`config.mk`:
```
export PLATFORM = sky130hd
export DESIGN_NAME = scba_ctrl
export DESIGN_NICKNAME = d
export VERILOG_FILES = /design/src/sv/scba_pkg.sv /design/src/sv/scba_ctrl.sv
export SDC_FILE = /design/constraint.sdc
export NUM_CORES = 1
export LEC_CHECK = 0
export ABC_AREA = 1
export BUFFER_PORTS_ARGS = -buffer_cell sky130_fd_sc_hd__buf_2
export CAP_MARGIN = 15
export CORE_AREA = 2 2 39 41
export CTS_BUF_LIST = sky130_fd_sc_hd__clkbuf_2 sky130_fd_sc_hd__clkbuf_4 sky130_fd_sc_hd__clkbuf_8
export DETAILED_ROUTE_END_ITERATION = 6
export DIE_AREA = 0 0 41 43
export PLACE_DENSITY = 0.67
export SKIP_LAST_GASP = 1
export SYNTH_ARGS = -nofsm -noshare
export SYNTH_HDL_FRONTEND = slang
export SYNTH_SLANG_ARGS = --single-unit
```
`constraint.sdc`:
```
create_clock -name clk_i -period 2.5 [get_ports clk_i]
set_clock_uncertainty 0.05 [all_clocks]
set_input_delay 0.5 -clock clk_i [delete_from_list [all_inputs] [get_ports clk_i]]
set_output_delay 0.5 -clock clk_i [all_outputs]
set_load 0.03 [all_outputs]
```
`src/sv/scba_pkg.sv`:
```
// Package for the size-class block allocator: types and constants.
`timescale 1ns / 1ps
package scba_pkg;

  localparam int unsigned RECORDS_DEF     = 256;
  localparam int unsigned POOLS_DEF       = 16;
  localparam int unsigned POOL_BYTES_DEF  = 1024 * 1024;
  localparam int unsigned NUM_CLASSES_DEF = 10;
  localparam int unsigned MIN_CLASS_BYTES = 8;
  localparam int unsigned TOTAL_W         = 25;
  localparam int unsigned CFG_IDX_W       = 1;

  localparam logic [CFG_IDX_W-1:0] CFG_BASE_ADDRESS = 1'd0;
  localparam logic [CFG_IDX_W-1:0] CFG_POOL_LIMIT   = 1'd1;
  localparam logic [4:0]           POOL_LIMIT_RESET = 5'd16;

  localparam logic OP_ALLOC = 1'b0;
  localparam logic OP_FREE  = 1'b1;

  localparam logic [1:0] ST_OK      = 2'd0;
  localparam logic [1:0] ST_TOO_BIG = 2'd1;
  localparam logic [1:0] ST_NO_MEM  = 2'd2;
  localparam logic [1:0] ST_UNKNOWN = 2'd3;

  typedef struct packed {
    logic        op;
    logic [15:0] request_size;
    logic [31:0] block_address;
  } req_t;

  typedef struct packed {
    logic [31:0]        granted_address;
    logic [1:0]         status;
    logic [TOTAL_W-1:0] allocated_bytes;
    logic [TOTAL_W-1:0] free_bytes;
  } rsp_t;

  // Commands from the controller to the datapath.
  typedef struct packed {
    logic load;       // capture request, compute class
    logic head_rd;    // read the free-list head record
    logic pop;        // commit free-list pop
    logic pool_step;  // examine one pool
    logic carve;      // commit new block
    logic scan_rd;    // read record at scan index
    logic scan_chk;   // compare record read last cycle
    logic push;       // commit free
    logic finish;     // emit result
    logic [1:0] status;
  } cmd_t;

  // Status from the datapath to the controller.
  typedef struct packed {
    logic is_free;
    logic too_big;
    logic head_valid;
    logic pool_found;
    logic pool_done;
    logic can_carve;
    logic match;
    logic scan_done;
  } sts_t;

endpackage

```
`src/sv/scba_ctrl.sv`:
```
// Controller state machine of the size-class block allocator.
`timescale 1ns / 1ps
module scba_ctrl (
  input  logic            clk_i,
  input  logic            rst_ni,
  input  logic            start_i,
  output logic            busy_o,
  input  scba_pkg::sts_t  sts_i,
  output scba_pkg::cmd_t  cmd_o
);
  import scba_pkg::*;

  typedef enum logic [3:0] {
    S_IDLE, S_DECODE, S_HEAD, S_POP, S_POOL, S_CARVE, S_SCAN_RD, S_SCAN_CHK,
    S_PUSH, S_DONE
  } state_e;

  state_e     state_q;
  logic [1:0] status_q;

  always_ff @(posedge clk_i or negedge rst_ni) begin
    if (!rst_ni) begin
      state_q  <= S_IDLE;
      status_q <= ST_OK;
    end else begin
      case (state_q)
        S_IDLE: if (start_i) state_q <= S_DECODE;
        S_DECODE: begin
          if (sts_i.is_free) begin
            state_q <= S_SCAN_RD;
          end else if (sts_i.too_big) begin
            status_q <= ST_TOO_BIG;
            state_q  <= S_DONE;
          end else begin
            state_q <= S_HEAD;
          end
        end
        S_HEAD: state_q <= sts_i.head_valid ? S_POP : S_POOL;
        S_POP: begin
          status_q <= ST_OK;
          state_q  <= S_DONE;
        end
        S_POOL: begin
          if (sts_i.pool_found || sts_i.pool_done) begin
            if (sts_i.can_carve) begin
              state_q <= S_CARVE;
            end else begin
              status_q <= ST_NO_MEM;
              state_q  <= S_DONE;
            end
          end
        end
        S_CARVE: begin
          status_q <= ST_OK;
          state_q  <= S_DONE;
        end
        S_SCAN_RD: begin
          if (sts_i.scan_done) begin
            status_q <= ST_UNKNOWN;
            state_q  <= S_DONE;
          end else begin
            state_q <= S_SCAN_CHK;
          end
        end
        S_SCAN_CHK: state_q <= sts_i.match ? S_PUSH : S_SCAN_RD;
        S_PUSH: begin
          status_q <= ST_OK;
          state_q  <= S_DONE;
        end
        S_DONE:  state_q <= S_IDLE;
        default: state_q <= S_IDLE;
      endcase
    end
  end

  assign busy_o = (state_q != S_IDLE);

  always_comb begin
    cmd_o           = '0;
    cmd_o.load      = (state_q == S_IDLE) && start_i;
    cmd_o.head_rd   = (state_q == S_DECODE);
    cmd_o.pop       = (state_q == S_POP);
    cmd_o.pool_step = (state_q == S_POOL);
    cmd_o.carve     = (state_q == S_CARVE);
    cmd_o.scan_rd   = (state_q == S_SCAN_RD);
    cmd_o.scan_chk  = (state_q == S_SCAN_CHK);
    cmd_o.push      = (state_q == S_PUSH);
    cmd_o.finish    = (state_q == S_DONE);
    cmd_o.status    = status_q;
  end

endmodule

```
==> impl_metrics.csv <==
group,metric,value,unit
cells_and_area,n_antenna_cell,0,
power,swShare,56.3,%
routing,vias_per_cell,4.68,
yosys,avgSynthCellArea,6.49,sq um
setup_path,arrival,1390,ps
setup_path,cp.required,1950,ps
sta,whs,15.6,ps
routing,drt_wl_total,1.21,mm
sta,fin_crit_sh,77.5,%
setup_path,crit_chain,"inv_2, nand3_1, inv_1, nand2_1, inv_1, buf_2",
job,drv_cap,0,
cts,cts_buffers,3,
global_route,grt_pass1_wl,2.01,mm
setup_path,critPathMaxFanout,5,
global_route,antenna_found_initial,0,
sta,rsz0062_at_grt,"false",
setup_path,cpLargestDelayFamily,"buffers and inverters",
cells_and_area,regArea,150,sq um
yosys,netlist_area,546,sq um
sta,slew_headroom,84.7,%
placed_design,dp_hpwl,1.05,mm
placed_design,dpl-instance-area,676,sq um
global_route,grt_max_degree,8,
setup_path,critPathMaxStageDelay,440,ps
power,power.share.clock,10.2,%
floorplan,start_util,39.4,%
cts,cts_tree,"yes",
yosys,syn_inst,84,
cells_and_area,drive_gt1_share,38.5,%
placed_design,port_buffers,22,
cells_and_area,layout_common_cells,"buf_2, nand2_1, inv_1",
routing,routed.top_layer,"met4",
cts,clockBufferDepth,2,
yosys,synth_top_area_cell,"dfrtp_1",
sta,slew_violations,0,
cts,h-tree-depth,1,
setup_path,crit_path_frequent_cell,"inv_1",
sta,min_period,1940,ps
routing,wl_met2,597,microns
yosys,yosys-top-cells-area,"dfrtp_1, nand2_1, inv_1, nand2_4, nor2_1",
floorplan,die-area,1760,sq um
yosys,synth_top_area_share,27.5,%
global_route,grt_overflow_total,0,
floorplan,num_rows,14,
power,intPower,0.370,mW
power,vdd_drop_max,714,uV
setup_path,reg2reg_depth,7,
power,switchingPower,0.477,mW
sta,fin_tns_setup,0,ps
cells_and_area,fillers,153,
global_route,grt_pass1_vias,506,
yosys,synth_nets,95,
routing,wl_met1,543,microns
yosys,yosys.cell_types.count,15,
power,seq_power_share,21.0,%
cts,clk_pin_slew_worst_paths,40,ps
global_route,grt_use_total,17.6,%
cells_and_area,fin_util,50.5,%
floorplan,core_area,1380,sq um
floorplan,die_width,41,microns
setup_path,worst_setup_path_end_kind,"output port",
setup_path,worstSetupPathType,"reg -> out",
setup_path,crit_buf_inv,4,
cells_and_area,nets,122,
cts,root_buffer,"clkbuf_4",
cts,clkLatencyLatePin,240,ps
yosys,ys_seq_elements,6,
setup_path,cp.depth,6,
power,p_leak,0.460,nW
routing,wl_met3,53,microns
routing,wire_per_inst,9.67,microns
worst_hold_path,hold_class,"in -> async",
sta,max_freq,516,MHz
power,powerDensity,1210,nW/um^2
cells_and_area,final_common_cell,"buf_2",
cts,postCtsHoldBufs,0,
floorplan,io_pins,23,
cells_and_area,area_growth,28.0,%
floorplan,die_y,43,microns
yosys,synth_warnings,0,
cts,post-cts-setup-buffers,0,
routing,drtIter0Drc,3,
sta,tightestPinTransition,227,ps
routing,via_count,585,
setup_path,r2r_slack,1100,ps
placed_design,place_congestion,0.797,
power,power,0.847,mW
setup_path,crit_slowest_cell,"dfrtp_1",
cts,ctsResizeCount,0,
cells_and_area,multiInputGateArea,332,sq um
sta,finalSetupViolCount,0,
cells_and_area,fin_area,698,sq um
yosys,seq_area_frac_synth,27.5,%
run_status,outcome,"finished, final reports clean",
setup_path,cp-start-kind,"flip-flop",
routing,final_antenna_net_count,0,
routing,first_pass_iters,3,
power,p_comb_share,68.8,%
cts,cts_sinks,6,
routing,drc,0,
sta,finalHoldViolations,0,
[cell usage after synthesis (all sizes together)]
cell type and n:
nand2 27, inv 17, nand4 5, o21ai 3, dfrtp 6, nand3 8, nor2 17, nor3 1
[layer usage]
layer | track usage [%] | vias up
li1 | - | 310
met1 | 21.0 | 257
met2 | 26.9 | 16
met5 | 0 | -
met3 | 3.14 | 2
met4 | 12.0 | 0
[state kept, by name (all words and copies together) (netlist names)]
signal	flops
status_q	2
state_q	4
[final cells by class]
| class | count | area share (%) |
|---|---|---|
| Clock buffer | 3 | 3.23 |
| Inverter | 17 | 9.14 |
| Multi-Input combinational cell | 61 | 47.5 |
| Sequential cell | 6 | 21.5 |
| Tap cell | 16 | 2.87 |
| Timing Repair Buffer | 22 | 15.8 |
[through the flow]
step / worst slack (ps) / instances
after global routing: 405 / 125
after floorplan: 602 / 84
final: 562 / 125
after CTS: 557 / 125
after global placement: 856 / 122
after detailed placement: 814 / 122
[power groups by stage]
stage	logic [mW]	registers [mW]	clock network (mW)
2_1_floorplan	0.437	0.194	0
3_3_place_gp	0.578	0.179	0
3_5_place_dp	0.584	0.180	0
4_1_cts	0.585	0.179	0.0872
5_1_grt	0.645	0.185	0.0946
6_report	0.583	0.178	0.0866
[cell families (layout without fill, tap and decap cells)]
logic type	count (synthesis)	in the layout	share of synthesized area [%]
buf+inv	17	42	11.7
simple gates	58	58	58.0
flops	6	6	27.5
compound gates	3	3	2.75
[final timing paths]
check | startpoint | endpoint
worst max-delay path | state_q[0]$_DFFE_PN0P_ | cmd_o[5]
worst min-delay path | rst_ni | status_q[1]$_DFFE_PN0P_
worst max register to register | state_q[0]$_DFFE_PN0P_ | state_q[3]$_DFFE_PN0P_
worst min register to register | status_q[1]$_DFFE_PN0P_ | status_q[1]$_DFFE_PN0P_
max in group asynchronous | rst_ni | state_q[1]$_DFFE_PN0P_
min in group clk_i | status_q[1]$_DFFE_PN0P_ | status_q[1]$_DFFE_PN0P_
(Power assumes the default switching activity.)
